`src/hdl/iqbd_pkg.sv`:
```
// Shared types and constants for the I/Q boxcar decimator.
`timescale 1ns / 1ps

package iqbd_pkg;

   // Frame and window limits
   localparam int FRAME_W           = 21;
   localparam int COUNT_W           = 11;
   localparam int SAMPLE_W          = 16;
   localparam int SUM_W             = 27;
   localparam int OUT_SHIFT         = 10;
   localparam logic [FRAME_W-1:0] MAX_OUTPUTS       = 21'd1024;
   localparam logic [FRAME_W-1:0] MAX_FRAME_SAMPLES = 21'd1048576;

   // Job queue between front and back
   localparam int QUEUE_DEPTH = 2;
   localparam int QPTR_W      = 1;
   localparam int QCNT_W      = 2;

   // Divider steps: the mean always fits in 16 bits
   localparam int DIV_STEPS  = 16;
   localparam int STEP_W     = 4;

   typedef struct packed {
      logic signed [SAMPLE_W-1:0] sample_i;
      logic signed [SAMPLE_W-1:0] sample_q;
   } iqbd_req_type;

   typedef struct packed {
      logic signed [SAMPLE_W-1:0] avg_i;
      logic signed [SAMPLE_W-1:0] avg_q;
      logic                       frame_last;
   } iqbd_rsp_type;

   // One finished window, waiting for the divide
   typedef struct packed {
      logic signed [SUM_W-1:0] sum_i;
      logic signed [SUM_W-1:0] sum_q;
      logic [COUNT_W-1:0]      divisor;
      logic                    last;
   } iqbd_job_type;

   // Queue status seen by both sides
   typedef struct packed {
      logic full;
      logic empty;
   } iqbd_qstat_type;

endpackage

```
`src/hdl/iqbd_front.sv`:
```
// Front end: takes samples, accumulates windows, tracks frame position.
`timescale 1ns / 1ps

module iqbd_front (
   input  logic                           clock,
   input  logic                           reset,
   input  logic                           csr_we,
   input  logic [iqbd_pkg::FRAME_W-1:0]   csr_wdata,
   input  logic                           req_valid,
   output logic                           req_stall,
   input  iqbd_pkg::iqbd_req_type         req_data,
   input  iqbd_pkg::iqbd_qstat_type       qstat,
   output logic                           job_valid,
   output iqbd_pkg::iqbd_job_type         job
);
   import iqbd_pkg::*;

   logic [FRAME_W-1:0]      len_ff, len_in;
   logic [COUNT_W-1:0]      ocount_ff, ocount_in;
   logic [COUNT_W-1:0]      wlen_ff, wlen_in;
   logic signed [SUM_W-1:0] sum_i_ff, sum_i_in;
   logic signed [SUM_W-1:0] sum_q_ff, sum_q_in;
   logic [COUNT_W-1:0]      fill_ff, fill_in;
   logic [COUNT_W-1:0]      done_ff, done_in;
   logic [FRAME_W-1:0]      pos_ff, pos_in;

   logic [FRAME_W-1:0]      eff_len;
   logic                    accept;
   logic                    active;
   logic                    win_end;
   logic                    frame_end;
   logic signed [SUM_W-1:0] sum_i_add, sum_q_add;
   logic [COUNT_W-1:0]      fill_inc, done_inc;
   logic [FRAME_W-1:0]      pos_inc;

   // Clamp written length into 1 .. max frame
   always_comb begin
      eff_len = csr_wdata;
      if (csr_wdata == '0) begin
         eff_len = FRAME_W'(1);
      end else if (csr_wdata > MAX_FRAME_SAMPLES) begin
         eff_len = MAX_FRAME_SAMPLES;
      end
   end

   // Hold off while the queue cannot take a window
   assign req_stall = qstat.full;
   assign accept    = req_valid & ~req_stall;

   assign active    = done_ff < ocount_ff;
   assign sum_i_add = sum_i_ff + SUM_W'(req_data.sample_i);
   assign sum_q_add = sum_q_ff + SUM_W'(req_data.sample_q);
   assign fill_inc  = fill_ff + COUNT_W'(1);
   assign done_inc  = done_ff + COUNT_W'(1);
   assign pos_inc   = pos_ff + FRAME_W'(1);
   assign win_end   = active && (fill_inc >= wlen_ff);
   assign frame_end = pos_inc >= len_ff;

   // Window completion goes to the queue
   assign job_valid   = accept && win_end;
   assign job.sum_i   = sum_i_add;
   assign job.sum_q   = sum_q_add;
   assign job.divisor = wlen_ff;
   assign job.last    = (done_inc == ocount_ff);

   // Next state
   always_comb begin
      len_in    = len_ff;
      ocount_in = ocount_ff;
      wlen_in   = wlen_ff;
      sum_i_in  = sum_i_ff;
      sum_q_in  = sum_q_ff;
      fill_in   = fill_ff;
      done_in   = done_ff;
      pos_in    = pos_ff;
      if (csr_we) begin
         len_in    = eff_len;
         ocount_in = (eff_len < MAX_OUTPUTS) ? eff_len[COUNT_W-1:0]
                                             : MAX_OUTPUTS[COUNT_W-1:0];
         wlen_in   = (eff_len <= MAX_OUTPUTS) ? COUNT_W'(1)
                                              : eff_len[FRAME_W-1:OUT_SHIFT];
         sum_i_in  = '0;
         sum_q_in  = '0;
         fill_in   = '0;
         done_in   = '0;
         pos_in    = '0;
      end else if (accept) begin
         if (active) begin
            sum_i_in = sum_i_add;
            sum_q_in = sum_q_add;
            fill_in  = fill_inc;
            if (win_end) begin
               sum_i_in = '0;
               sum_q_in = '0;
               fill_in  = '0;
               done_in  = done_inc;
            end
         end
         if (frame_end) begin
            sum_i_in = '0;
            sum_q_in = '0;
            fill_in  = '0;
            done_in  = '0;
            pos_in   = '0;
         end else begin
            pos_in = pos_inc;
         end
      end
   end

   always_ff @(posedge clock) begin
      if (reset) begin
         len_ff    <= MAX_OUTPUTS;
         ocount_ff <= MAX_OUTPUTS[COUNT_W-1:0];
         wlen_ff   <= COUNT_W'(1);
         sum_i_ff  <= '0;
         sum_q_ff  <= '0;
         fill_ff   <= '0;
         done_ff   <= '0;
         pos_ff    <= '0;
      end else begin
         len_ff    <= len_in;
         ocount_ff <= ocount_in;
         wlen_ff   <= wlen_in;
         sum_i_ff  <= sum_i_in;
         sum_q_ff  <= sum_q_in;
         fill_ff   <= fill_in;
         done_ff   <= done_in;
         pos_ff    <= pos_in;
      end
   end

endmodule

```
`src/hdl/iqbd_fifo.sv`:
```
// Two-entry job queue between the front end and the divider.
`timescale 1ns / 1ps

module iqbd_fifo (
   input  logic                      clock,
   input  logic                      reset,
   input  logic                      push,
   input  iqbd_pkg::iqbd_job_type    push_job,
   input  logic                      pop,
   output iqbd_pkg::iqbd_job_type    head_job,
   output iqbd_pkg::iqbd_qstat_type  qstat
);
   import iqbd_pkg::*;

   iqbd_job_type        entry_ff [QUEUE_DEPTH];
   logic [QPTR_W-1:0]   wr_ptr_ff, wr_ptr_in;
   logic [QPTR_W-1:0]   rd_ptr_ff, rd_ptr_in;
   logic [QCNT_W-1:0]   count_ff, count_in;

   assign qstat.full  = (count_ff == QCNT_W'(QUEUE_DEPTH));
   assign qstat.empty = (count_ff == '0);
   assign head_job    = entry_ff[rd_ptr_ff];

   // Pointer and occupancy update
   always_comb begin
      wr_ptr_in = wr_ptr_ff;
      rd_ptr_in = rd_ptr_ff;
      count_in  = count_ff;
      if (push) begin
         wr_ptr_in = wr_ptr_ff + QPTR_W'(1);
      end
      if (pop) begin
         rd_ptr_in = rd_ptr_ff + QPTR_W'(1);
      end
      if (push && !pop) begin
         count_in = count_ff + QCNT_W'(1);
      end else if (pop && !push) begin
         count_in = count_ff - QCNT_W'(1);
      end
   end

   always_ff @(posedge clock) begin
      if (reset) begin
         wr_ptr_ff <= '0;
         rd_ptr_ff <= '0;
         count_ff  <= '0;
      end else begin
         wr_ptr_ff <= wr_ptr_in;
         rd_ptr_ff <= rd_ptr_in;
         count_ff  <= count_in;
      end
   end

   // Storage, no reset
   always_ff @(posedge clock) begin
      if (push) begin
         entry_ff[wr_ptr_ff] <= push_job;
      end
   end

endmodule

```
`src/hdl/iqbd_divider.sv`:
```
// Back end: floor mean of I and Q by a bit-serial divide, then output register.
`timescale 1ns / 1ps

module iqbd_divider (
   input  logic                      clock,
   input  logic                      reset,
   input  iqbd_pkg::iqbd_qstat_type  qstat,
   input  iqbd_pkg::iqbd_job_type    head_job,
   output logic                      job_pop,
   output logic                      rsp_valid,
   input  logic                      rsp_stall,
   output iqbd_pkg::iqbd_rsp_type    rsp_data
);
   import iqbd_pkg::*;

   localparam logic [1:0] ST_IDLE = 2'd0;
   localparam logic [1:0] ST_RUN  = 2'd1;
   localparam logic [1:0] ST_HOLD = 2'd2;

   logic [1:0]          state_ff, state_in;
   logic [STEP_W-1:0]   step_ff, step_in;
   logic [COUNT_W-1:0]  div_ff, div_in;
   logic [COUNT_W-1:0]  rem_i_ff, rem_i_in, rem_q_ff, rem_q_in;
   logic [SAMPLE_W-1:0] work_i_ff, work_i_in, work_q_ff, work_q_in;
   logic                neg_i_ff, neg_i_in, neg_q_ff, neg_q_in;
   logic                last_ff, last_in;
   logic                rsp_valid_ff, rsp_valid_in;
   iqbd_rsp_type        rsp_data_ff, rsp_data_in;

   logic [SUM_W-1:0]    mag_i, mag_q;
   logic [COUNT_W:0]    cand_i, cand_q;
   logic                ge_i, ge_q;
   logic [COUNT_W:0]    diff_i, diff_q;
   logic                out_free;

   // floor(s/d) = s >= 0 ? s/d : ~(~s/d), so the divide stays unsigned
   assign mag_i = head_job.sum_i[SUM_W-1] ? ~head_job.sum_i : head_job.sum_i;
   assign mag_q = head_job.sum_q[SUM_W-1] ? ~head_job.sum_q : head_job.sum_q;

   // One restoring step per cycle on each lane
   assign cand_i = {rem_i_ff, work_i_ff[SAMPLE_W-1]};
   assign cand_q = {rem_q_ff, work_q_ff[SAMPLE_W-1]};
   assign ge_i   = cand_i >= {1'b0, div_ff};
   assign ge_q   = cand_q >= {1'b0, div_ff};
   assign diff_i = cand_i - {1'b0, div_ff};
   assign diff_q = cand_q - {1'b0, div_ff};

   assign out_free = !rsp_valid_ff || !rsp_stall;
   assign job_pop  = (state_ff == ST_IDLE) && !qstat.empty;

   always_comb begin
      state_in     = state_ff;
      step_in      = step_ff;
      div_in       = div_ff;
      rem_i_in     = rem_i_ff;
      rem_q_in     = rem_q_ff;
      work_i_in    = work_i_ff;
      work_q_in    = work_q_ff;
      neg_i_in     = neg_i_ff;
      neg_q_in     = neg_q_ff;
      last_in      = last_ff;
      rsp_data_in  = rsp_data_ff;
      rsp_valid_in = rsp_valid_ff && rsp_stall;
      unique case (state_ff)
         ST_IDLE: begin
            if (job_pop) begin
               div_in    = head_job.divisor;
               rem_i_in  = {1'b0, mag_i[SUM_W-2:SAMPLE_W]};
               rem_q_in  = {1'b0, mag_q[SUM_W-2:SAMPLE_W]};
               work_i_in = mag_i[SAMPLE_W-1:0];
               work_q_in = mag_q[SAMPLE_W-1:0];
               neg_i_in  = head_job.sum_i[SUM_W-1];
               neg_q_in  = head_job.sum_q[SUM_W-1];
               last_in   = head_job.last;
               step_in   = '0;
               state_in  = ST_RUN;
            end
         end
         ST_RUN: begin
            rem_i_in  = ge_i ? diff_i[COUNT_W-1:0] : cand_i[COUNT_W-1:0];
            rem_q_in  = ge_q ? diff_q[COUNT_W-1:0] : cand_q[COUNT_W-1:0];
            work_i_in = {work_i_ff[SAMPLE_W-2:0], ge_i};
            work_q_in = {work_q_ff[SAMPLE_W-2:0], ge_q};
            step_in   = step_ff + STEP_W'(1);
            if (step_ff == STEP_W'(DIV_STEPS - 1)) begin
               state_in = ST_HOLD;
            end
         end
         ST_HOLD: begin
            if (out_free) begin
               rsp_data_in.avg_i      = neg_i_ff ? ~work_i_ff : work_i_ff;
               rsp_data_in.avg_q      = neg_q_ff ? ~work_q_ff : work_q_ff;
               rsp_data_in.frame_last = last_ff;
               rsp_valid_in           = 1'b1;
               state_in               = ST_IDLE;
            end
         end
         default: begin
            state_in = ST_IDLE;
         end
      endcase
   end

   always_ff @(posedge clock) begin
      if (reset) begin
         state_ff     <= ST_IDLE;
         step_ff      <= '0;
         rsp_valid_ff <= 1'b0;
      end else begin
         state_ff     <= state_in;
         step_ff      <= step_in;
         rsp_valid_ff <= rsp_valid_in;
      end
   end

   // Datapath registers, no reset
   always_ff @(posedge clock) begin
      div_ff      <= div_in;
      rem_i_ff    <= rem_i_in;
      rem_q_ff    <= rem_q_in;
      work_i_ff   <= work_i_in;
      work_q_ff   <= work_q_in;
      neg_i_ff    <= neg_i_in;
      neg_q_ff    <= neg_q_in;
      last_ff     <= last_in;
      rsp_data_ff <= rsp_data_in;
   end

   assign rsp_valid = rsp_valid_ff;
   assign rsp_data  = rsp_data_ff;

endmodule

```
`src/hdl/iq_boxcar_decimator_core.sv`:
```
// Top level of the I/Q boxcar averaging decimator.
//
//   channel | ports                              | direction
//   --------+------------------------------------+----------
//   request | req_valid, req_stall, req_data     | in
//   result  | rsp_valid, rsp_stall, rsp_data     | out
//   control | csr_we, csr_wdata (frame length)   | in
//
// Each window is queued for the divider, which loads it, divides I and Q in
// parallel, then hands the result to the output register. With rsp_stall low,
// windows at least as long as a divide take one sample per cycle; shorter ones
// are bound by the divider. Reset (synchronous) sets the frame length to 1024.
// req_stall rises when the two-entry queue is full; rsp_stall holds the output
// register and divider while the front end runs on until the queue fills.
`timescale 1ns / 1ps

module iq_boxcar_decimator_core (
   input  logic                          clock,
   input  logic                          reset,
   input  logic                          csr_we,
   input  logic [iqbd_pkg::FRAME_W-1:0]  csr_wdata,
   input  logic                          req_valid,
   output logic                          req_stall,
   input  iqbd_pkg::iqbd_req_type        req_data,
   output logic                          rsp_valid,
   input  logic                          rsp_stall,
   output iqbd_pkg::iqbd_rsp_type        rsp_data
);
   import iqbd_pkg::*;

   iqbd_qstat_type qstat;
   iqbd_job_type   push_job;
   iqbd_job_type   head_job;
   logic           job_valid;
   logic           job_pop;

   iqbd_front u_front (
      .clock     (clock),
      .reset     (reset),
      .csr_we    (csr_we),
      .csr_wdata (csr_wdata),
      .req_valid (req_valid),
      .req_stall (req_stall),
      .req_data  (req_data),
      .qstat     (qstat),
      .job_valid (job_valid),
      .job       (push_job)
   );

   iqbd_fifo u_fifo (
      .clock    (clock),
      .reset    (reset),
      .push     (job_valid),
      .push_job (push_job),
      .pop      (job_pop),
      .head_job (head_job),
      .qstat    (qstat)
   );

   iqbd_divider u_divider (
      .clock     (clock),
      .reset     (reset),
      .qstat     (qstat),
      .head_job  (head_job),
      .job_pop   (job_pop),
      .rsp_valid (rsp_valid),
      .rsp_stall (rsp_stall),
      .rsp_data  (rsp_data)
   );

`ifndef SYNTH
   // A finished window never lands on a full queue
   assert property (@(posedge clock) disable iff (reset) job_valid |-> !qstat.full)
      else $error("window pushed into full queue");

   // The divider only takes a job that is there
   assert property (@(posedge clock) disable iff (reset) job_pop |-> !qstat.empty)
      else $error("job popped from empty queue");

   // Queue cannot be full and empty together
   assert property (@(posedge clock) disable iff (reset) !(qstat.full && qstat.empty))
      else $error("queue status inconsistent");
`endif

endmodule

```
`config.mk`:
```
export PLATFORM = sky130hd
export DESIGN_NAME = iq_boxcar_decimator_core
export DESIGN_NICKNAME = d
export VERILOG_FILES = /design/src/hdl/iqbd_pkg.sv /design/src/hdl/iqbd_front.sv /design/src/hdl/iqbd_fifo.sv /design/src/hdl/iqbd_divider.sv /design/src/hdl/iq_boxcar_decimator_core.sv
export SDC_FILE = /design/constraint.sdc
export NUM_CORES = 1
export LEC_CHECK = 0
export BUFFER_PORTS_ARGS = -buffer_cell sky130_fd_sc_hd__buf_2
export CAP_MARGIN = 25
export CORE_MARGIN = 5
export CORE_UTILIZATION = 50
export DETAILED_ROUTE_END_ITERATION = 10
export HOLD_SLACK_MARGIN = 0.02
export PLACE_DENSITY = 0.72
export SYNTH_ARGS = -nofsm -noshare
export SYNTH_HDL_FRONTEND = slang
export SYNTH_SLANG_ARGS = --single-unit
```
`constraint.sdc`:
```
create_clock -name clock -period 5.4 [get_ports clock]
set_input_delay 1.35 -clock clock [delete_from_list [all_inputs] [get_ports clock]]
set_output_delay 1.35 -clock clock [all_outputs]
set_load 0.005 [all_outputs]
```
Word-level counts from Yosys, hierarchy flattened
Memory sizes are Yosys's and may differ from the RTL's. A register that Yosys moved wholly into a read port is not among the register bits.
Index checks and enable logic that the tools add are counted.
{"block": "word_totals", "regBits": 252, "latch_bits": 0, "ramBits": 132, "mem_bits_ro": 0, "inputBits": 58, "out_inout_bits": 35, "wordCells": 131, "mem_count": 1}
{"block": "op_classes", "add_sub_neg": 12, "multipliers": 0, "div": 0, "magnitude_cmp": 8, "eq_ne": 8, "shift": 0, "muxes": 45, "n_bitwise": 6, "reduce_logical": 26}
{"memory": "u_fifo.entry_ff", "words": 2, "width": 66, "rd": 1, "rd_ports_with_merged_regs": 1, "wr": 1, "line": "iqbd_fifo.sv:15", "source": "iqbd_job_type entry_ff [QUEUE_DEPTH];"}
{"cell": "27-bit two-way mux", "n": 6}
{"cell": "11-bit two-way mux", "n": 12}
{"cell": "16-bit two-way mux", "n": 4}
{"cell": "16-bit one-hot mux with 2 select lines", "n": 2}
{"cell": "21-bit two-way mux", "n": 3}
{"cell": "27-bit by 16-bit adder with 27-bit output", "n": 2}
{"cell": "26-bit two-way mux", "n": 2}
{"cell": "26-bit inverter", "n": 2}
{"cell": "11-bit one-hot mux with 2 select lines", "n": 2}
{"cell": "16-bit inverter", "n": 2}
{"cell": "12-bit by 11-bit >= comparator with 1-bit output", "n": 2}
{"cell": "11-bit by 1-bit adder with 11-bit output, second input constant", "n": 2}
{"cell": "11-bit subtractor", "n": 2}
{"cell": "21-bit by 1-bit adder with 21-bit output, second input constant", "n": 1}
{"cell": "21-bit >= comparator", "n": 1}
{"cell": "21-bit greater-than comparator, second input constant", "n": 1}
{"cell": "21-bit by 11-bit less-or-equal comparator with 1-bit output, second input constant", "n": 1}
{"cell": "21-bit zero test", "n": 1}
{"cell": "21-bit by 11-bit < comparator with 1-bit output, second input constant", "n": 1}
{"cell": "11-bit == test", "n": 1}
{"cell": "11-bit >= comparator", "n": 1}
{"cell": "11-bit < comparator", "n": 1}
{"cell": "2-bit two-way mux", "n": 5}
{"cell": "4-bit one-hot mux with 2 select lines", "n": 1}
{"cell": "other kinds (22)", "n": 47}

Logic depth before layout (Yosys ltp)
Gate-level depths: netlist of run 1.
{"block": "depth", "ltp_word": 8, "mapped_depth": 19, "mapped_depth_nobuf": 17}

Modules after synthesis
From an unflattened synthesis of run 1, not the netlist that was laid out.
{"block": "hier_totals", "cells_unflattened": 1856, "area_unflattened_um2": 20086.8}
{"mod": "iqbd_front", "instances": 1, "cells_each": 1097, "area_per_inst_um2": 9133.8}
{"mod": "iqbd_divider", "instances": 1, "cells_each": 532, "area_per_inst_um2": 5975.7}
{"mod": "iqbd_fifo", "instances": 1, "cells_each": 227, "area_per_inst_um2": 4977.3}

Least setup slack after synthesis of run 1
No wires, ideal clock.
{"block": "synth_path", "path_kind": "reg2reg", "startpoint": "register u_front.fill_ff[0]", "endpoint": "memory u_fifo.entry_ff[0][0] (netlist name), enable pin", "t_arrival_ns": 5.452, "t_required_ns": 4.910, "path_slack_ns": -0.542, "path_stages_with_launch": 15, "path_buffers": 1, "synth_period_minus_slack_ns": 5.942, "path_cell_list": "dfxtp_1 > ha_1 > nand3_1 > or2_2 > inv_1 > nand3_1 > nor2_1 > xor2_1 > ha_1 > nand2_1 > o21ai_0 > a211oi_2 > or3_1 > buf_2 > nor2_1"}
{"block": "synth_between", "elab_chain_len": 6}
{"element": "from (decl)", "line": "iqbd_front.sv:23", "source": "logic [COUNT_W-1:0] fill_ff, fill_in;"}
{"element": "from (signal assigned)", "line": "iqbd_front.sv:127", "source": "fill_ff <= fill_in;"}
{"element": "11-bit by 1-bit adder with 11-bit output", "line": "iqbd_front.sv:53", "source": "assign fill_inc = fill_ff + COUNT_W'(1);"}
{"element": "11-bit >= comparator", "line": "iqbd_front.sv:56", "source": "assign win_end = active && (fill_inc >= wlen_ff);"}
{"element": "1-bit logical AND", "line": "iqbd_front.sv:56"}
{"element": "1-bit logical AND", "line": "iqbd_front.sv:60", "source": "assign job_valid = accept && win_end;"}
{"element": "1-bit two-way mux", "line": "iqbd_fifo.sv:56", "source": "if (push) begin"}
{"element": "1-bit two-way mux (implied by the code)", "line": "iqbd_fifo.sv:57", "source": "entry_ff[wr_ptr_ff] <= push_job;"}
{"element": "to (decl)", "line": "iqbd_fifo.sv:15"}
Every way passes these cells.

Final worst setup path of run 1
{"block": "layout_path", "startpoint": "register u_front.pos_ff[0]", "endpoint": "register u_front.sum_q_ff[19]"}
{"block": "layout_between", "elab_chain_len": 4, "elab_cells_between_ends": 5}
{"element": "from (decl)", "line": "iqbd_front.sv:25", "source": "logic [FRAME_W-1:0] pos_ff, pos_in;"}
{"element": "from (signal assigned)", "line": "iqbd_front.sv:129", "source": "pos_ff <= pos_in;"}
{"element": "21-bit by 1-bit adder with 21-bit output (*)", "line": "iqbd_front.sv:55", "source": "assign pos_inc = pos_ff + FRAME_W'(1);"}
{"element": "21-bit >= comparator (*)", "line": "iqbd_front.sv:57", "source": "assign frame_end = pos_inc >= len_ff;"}
{"element": "2-bit nonzero test (no line)"}
{"element": "2-bit AND reduction (no line)"}
{"element": "to (signal assigned)", "line": "iqbd_front.sv:126", "source": "sum_q_ff <= sum_q_in;"}
{"element": "to (decl)", "line": "iqbd_front.sv:22", "source": "logic signed [SUM_W-1:0] sum_q_ff, sum_q_in;"}
Every way passes the cells marked *; elsewhere a longest branch is shown, timed or not.
A chain may end at the register's enable or synchronous reset.

==> flow_summary_export.csv, run 1 <==
group,metric,value,unit
clock_tree,cts_buffers,41,
global_routing,grt_pass1_vias,14300,
logic_synthesis,syn_inst,1902,
placement,port_buffers,92,
sta,min_period,4760,ps
logic_synthesis,synth_edf_count,233,
clock_tree,clock-root-buffer,"clkbuf_16",
critical_path,worst-path-max-fanout,19,
logic_synthesis,synth.cell_area,20100,um2
clock_tree,cts_hold_buf,0,
critical_path,crit_required,5860,ps
logic_synthesis,synth.area.top_cells,"edfxtp_1, dfxtp_1, ha_1",
placement,place_hpwl,30700,um
clock_tree,path_clk_slew,60,ps
route,drc_errors,0,
die,row_count,73,
clock_tree,cts_setup_buffers,0,
cells_and_area,fin_cells,2538,
placement,place_area,21200,um2
cells_and_area,utilization,0.568,
global_routing,grt_max_degree,57,
die,coreArea,39800,um2
route,postRouteAntennaNets,0,
placement,dp_cells,2461,
die,die-area,44400,um2
sta,grt_setup_unrepaired,"false",
power,ir_worst_vdd,0.000250,V
logic_synthesis,syn_area_per_cell,10.6,um2
power,p_per_area,452,nW/um2
critical_path,crit_path_start_kind,"flip-flop",
placement,place.gp.congestion,0.878,
route,wirelength,43500,um
sta,fmax,210,MHz
cells_and_area,fin_area,22600,um2
sta,hold_violations,0,
cells_and_area,multiInputGateArea,9460,um2
clock_tree,clockBufferDepth,3,
critical_path,cp.arrival,5220,ps
cells_and_area,finalNetCount,2163,
route,first_pass_iters,7,
power,total_power,10.2,mW
route,initialDrtViolationCount,811,
logic_synthesis,synth_seq_area_share,0.498,
logic_synthesis,async_flop_share,0,
logic_synthesis,synth_ff_type,"edfxtp_1",
logic_synthesis,ys_warn_count,0,
outcome,status,"complete, no violations",
die,initial_utilization,0.506,
cells_and_area,seqCellArea,10000,um2
run,cap_viol_max_count,0,
clock_tree,clk_latency,570,ps
clock_tree,post_cts_resized,0,
hold_path,hold_class,"flip-flop to flip-flop",
sta,fin_skew,21.8,ps
clock_tree,htreeDepth,2,
clock_tree,cts_num_sinks,385,
critical_path,end_kind,"flip-flop",
global_routing,antenna_found_initial,1,
global_routing,grt_overflow,0,
sta,tightest_slew,1060,ps
sta,slew_violations,0,
logic_synthesis,ys_top_cells_by_count,"edfxtp_1, nor2_1, a21oi_1, dfxtp_1, ha_1",
global_routing,grtUsageTotal,0.193,
sta,slew_headroom,0.289,
logic_synthesis,syn_nets,2086,
sta,timing.final.crit_share,0.882,
critical_path,path_class,"flip-flop to flip-flop",
global_routing,grt_pass1_wl,71200,um
die,die_x,211,um
sta,setup_viol_count_final,0,
power,leakage,8.72,nW
cells_and_area,fill_cells,3389,
logic_synthesis,yosysTopAreaCellShare,0.347,
cells_and_area,area_growth,12.4,%
route,routed_via_density,5.58,
die,die_h,211,um
die,num_io_pins,93,
clock_tree,cts_tree,"done",
logic_synthesis,ys_seq_elements,385,
logic_synthesis,yosys.cell_types.count,77,
logic_synthesis,synth.most_common_cell,"edfxtp_1",
logic_synthesis,synth_top_area_cell,"edfxtp_1",
route,dr_total_vias,14200,
cells_and_area,layout-drive-gt1-share,0.117,
route,wire_per_inst,17.1,um
## state kept, by name (all words and copies together), names as in the netlist, 2 cells and up, named ones only
| name | flops |
|---|---|
| u_front.ocount_ff | 11 |
| u_fifo.entry_ff | 132 |
| u_divider.step_ff | 4 |
| u_divider.work_q_ff | 16 |
| u_divider.work_i_ff | 16 |
| u_front.sum_q_ff | 27 |
| u_divider.rem_q_ff | 11 |
| u_front.len_ff | 21 |
| u_front.pos_ff | 21 |
| u_front.sum_i_ff | 27 |
| u_front.done_ff | 11 |
| u_divider.rem_i_ff | 11 |
| u_front.wlen_ff | 11 |
| u_fifo.count_ff | 2 |
| u_divider.div_ff | 11 |
| u_front.fill_ff | 11 |
| u_divider.rsp_data | 33 |
| u_divider.state_ff | 2 |
## per-stage QoR
step,hold WS [ps],setup TNS [ps],worst slack [ps]
5_1_grt,438,0,222
4_1_cts,444,0,612
3_3_place_gp,432,0,902
2_1_floorplan,400,-71510,-542
3_5_place_dp,430,0,630
6_report,448,0,637
## worst max-delay path: stages, from the launching register on
cell	delay, ps
dfxtp_1	410
ha_1	290
nand2_1	100
nor3_1	460
and4_1	310
nor2b_1	330
nand3_1	190
xnor2_1	170
ha_1	300
nand4_1	150
nor4_1	400
o311ai_1	310
a31o_2	340
and2_1	430
a221o_1	460
## power breakdown
group / internal (mW) / leakage [nW] / switching (mW)
registers: 3.83 / 3.39 / 0.304
clock network: 1.70 / 0.679 / 1.20
logic: 1.34 / 4.65 / 1.88
total: 6.86 / 8.72 / 3.37
## path summary, 6_finish.rpt
| kind | startpoint | to | slack (ps) | depth (start not counted) |
|---|---|---|---|---|
| hold reg to reg | u_divider.last_ff | u_divider.rsp_data[0] | 450 | 0 |
| setup / recovery | u_front.pos_ff[0] | u_front.sum_q_ff[19] | 640 | 14 |
| hold / removal | u_divider.last_ff | u_divider.rsp_data[0] | 450 | 0 |
| setup reg to reg | u_front.pos_ff[0] | u_front.sum_q_ff[19] | 640 | 14 |
## layout make-up
class | count | area share
timing repair buffer | 116 | 0.0308
clock buffer | 52 | 0.0499
sequential | 385 | 0.444
multi-input combinational | 1337 | 0.418
clock inverter | 24 | 0.0122
inverter | 98 | 0.0163
antenna | 1 | 0.000111
tap | 525 | 0.0290
## routing by layer
| layer | vias up | track usage | share of wire |
|---|---|---|---|
| li1 | 7068 | - | - |
| met1 | 6788 | 0.250 | 0.45 |
| met2 | 237 | 0.337 | 0.50 |
| met4 | 0 | 0.0478 | 0.018 |
| met5 | - | 0 | 0 |
| met3 | 57 | 0.0331 | 0.038 |
## cells by family (layout without fill, tap and decap cells)
| family | after synthesis | in the layout | synth area share |
|---|---|---|---|
| buffers and inverters | 180 | 290 | 0.0351 |
| other | 0 | 1 | 0 |
| DFF | 385 | 385 | 0.498 |
| AOI/OAI and AO/OA | 463 | 463 | 0.147 |
| and+or+nand+nor | 459 | 459 | 0.107 |
| adders and majority gates | 126 | 126 | 0.0798 |
| xor gates and xnor gates | 198 | 198 | 0.0861 |
| muxes | 91 | 91 | 0.0461 |
## cells in the final DEF (no fill, tap or decap), types with 9 or more instances in the layout
cell       synthesis  routed
buf_2             10      92
o21a_1             9       9
ha_1             122     122
o31ai_1           10      10
xnor2_1          108     108
xor2_1            90      90
a2111oi_0          9       9
and3_1            14      14
a211oi_1          10      10
nand2b_1          12      11
inv_1             98      97
edfxtp_1         233     233
o21ai_0           96      96
dfxtp_1          152     151
clkbuf_16          0      42
o21bai_1          10      10
a21oi_1          157     156
mux2_2            14      14
nor2b_1           12      11
nand2_1          119     119
a21o_1            28      28
nand4_1           16      16
nand3_1           36      36
nor4_1            12      12
a22o_1            15      15
a22oi_1           44      44
nor2_1           166     164
nor3_1            25      24
mux2i_1           77      75
buf_4              0      18
Power figures use the tool's default switching activity.
==> inputs of run 2 (changes only) <==
- PLACE_DENSITY: 0.72 -> 0.69
- clock period: 5.4 -> 5.5 ns (I/O delays scaled with it)
==> run 2 against run 1 <==
  * Sequential power fell by 1%
  * Non-clock buffer count down 1
  * Global-route usage is 0.27 points higher
  * Wire length grew 1.2%
  * Die area did not move
  * Clock power fell by 2%
  * Critical endpoint is now u_front.sum_q_ff[1]
==> flow_summary_export.csv, run 2 (synthesis gave the netlist of run 1 again) <==
group,metric,value,unit
cells_and_area,final_cell_mix,"edfxtp_1, nor2_1, a21oi_1, dfxtp_1, ha_1",
critical_path,end_kind,"flip-flop",
global_routing,met3_usage,0.0367,
outcome,status,"complete, no violations",
critical_path,r2r-end,"u_front.sum_q_ff[1]",
critical_path,crit_path_start_kind,"flip-flop",
hold_path,min-delay-start,"u_divider.last_ff",
route,routed_via_density,5.64,
route,first_pass_iters,5,
critical_path,r2r_cells,16,
global_routing,grt_max_degree,89,
cells_and_area,fin_cells,2536,
power,ir_worst_vdd,0.000281,V
placement,dp_cells,2460,
die,num_io_pins,93,
sta,tightest_slew,971,ps
route,drc_errors,0,
global_routing,grt_pass1_wl,71400,um
critical_path,worst-path-max-fanout,35,
critical_path,path_class,"flip-flop to flip-flop",
cells_and_area,largest_register_ffs,132,
clock_tree,cts_setup_buffers,0,
clock_tree,clockBufferDepth,3,
critical_path,ff2ff_setup_slack,740,ps
hold_path,holdPathStages,0,
clock_tree,cts_tree,"done",
hold_path,hold_class,"flip-flop to flip-flop",
sta,setup_viol_count_final,0,
route,wirelength,44000,um
sta,hold_slack,432,ps
power,leakage,8.70,nW
global_routing,grtUsageMet1,0.259,
global_routing,grt_overflow,0,
sta,finalSetupTns,0,ps
sta,fmax,210,MHz
clock_tree,cts_hold_buf,0,
critical_path,cp.arrival,5240,ps
die,die_x,211,um
hold_path,holdPathEnd,"u_divider.rsp_data[0]",
sta,timing.final.crit_share,0.866,
critical_path,rr_startpoint,"u_front.pos_ff[0]",
clock_tree,clock-root-buffer,"clkbuf_16",
global_routing,antenna_found_initial,1,
critical_path,crit_required,5980,ps
clock_tree,clk_latency,560,ps
power,p_per_area,445,nW/um2
cells_and_area,layout_commonest_cell,"edfxtp_1",
clock_tree,cts_buffers,41,
global_routing,grt-busiest-layer,"met2",
sta,slew_headroom,0.353,
cells_and_area,area_growth,12.1,%
clock_tree,htreeDepth,2,
sta,fin_skew,23.1,ps
cells_and_area,top_register,"u_fifo.entry_ff",
global_routing,grtUsageTotal,0.195,
route,wire_per_inst,17.4,um
die,die_h,211,um
sta,grt_setup_unrepaired,"false",
placement,place_hpwl,30300,um
sta,min_period,4760,ps
clock_tree,cts_num_sinks,385,
route,initialDrtViolationCount,775,
die,row_count,73,
placement,port_buffers,92,
sta,hold_violations,0,
die,die-area,44400,um2
cells_and_area,layout-drive-gt1-share,0.112,
global_routing,grtUsageMet2,0.326,
die,initial_utilization,0.506,
power,total_power,10.0,mW
route,postRouteAntennaNets,0,
cells_and_area,finalNetCount,2162,
placement,place.gp.congestion,0.854,
clock_tree,post_cts_resized,0,
run,cap_viol_max_count,0,
sta,slew_violations,0,
die,coreArea,39800,um2
route,dr_total_vias,14300,
global_routing,grt_pass1_vias,13900,
cells_and_area,utilization,0.567,
clock_tree,path_clk_slew,60,ps
==> run 2: changes by cell type in the layout (fill, tap and decap cells not counted), moves of 2 or more <==
cell and change:
clkinvlp_4 -3, inv_6 -4, clkinv_1 +6, clkinv_2 -2, buf_12 -2
==> run 2: critical path, cell delays in order (launching register included) <==
cell,delay (ps)
dfxtp_1,400
ha_1,310
nand2_1,100
nor3_1,470
and4_1,320
nor2b_1,330
nand3_1,150
xnor2_1,220
ha_1,280
nand4_1,150
nor4_1,90
o311a_1,150
or4_1,640
nor2_4,260
buf_4,440
a22oi_1,170
nor2_1,150
==> run 2: worst max-delay path by stage <==
stage | startpoint | endpoint | slack, ps | cells after the start
2_1_floorplan | u_front.fill_ff[0] | u_fifo.entry_ff[0][0] | -440 | 14
3_3_place_gp | u_front.pos_ff[0] | u_front.sum_i_ff[15] | 970 | 16
3_5_place_dp | u_front.pos_ff[0] | u_front.sum_i_ff[19] | 790 | 15
4_1_cts | u_front.pos_ff[0] | u_front.sum_i_ff[19] | 770 | 16
5_1_grt | u_front.pos_ff[0] | u_front.sum_i_ff[8] | 280 | 16
6_report | u_front.pos_ff[0] | u_front.sum_q_ff[1] | 740 | 16
==> run 2: final cells by class <==
class                   instances  area, um2
fillers                      3437      17200
flip-flops and latches        385      10000
multi-input cells            1337       9460
clock buffers                  55       1170
repair buffers                115        666
well taps                     525        657
inverters                      98        368
clock inverters                20        208
diodes                          1       2.50
==> run 2: metrics by stage <==
stage / cell area (um2) / setup WS, ps
after global routing: 22600 / 284
after detailed placement: 21200 / 794
final: 22600 / 737
after floorplan: 20100 / -442
after global placement: 21200 / 972
after CTS: 22600 / 769
==> run 2: power by group <==
part           total [mW]  internal, mW  switching [mW]
Combinational        3.17          1.31            1.86
Sequential           4.07          3.76           0.304
Clock                2.82          1.68            1.13
==> run 2: per-layer routing <==
| metal | part of all wire | vias up | wire [um] |
|---|---|---|---|
| met3 | 0.046 | 81 | 2020 |
| met1 | 0.45 | 6870 | 19700 |
| met2 | 0.48 | 288 | 21000 |
| met5 | 0 | - | 0 |
| met4 | 0.029 | 0 | 1260 |
| li1 | - | 7067 | - |
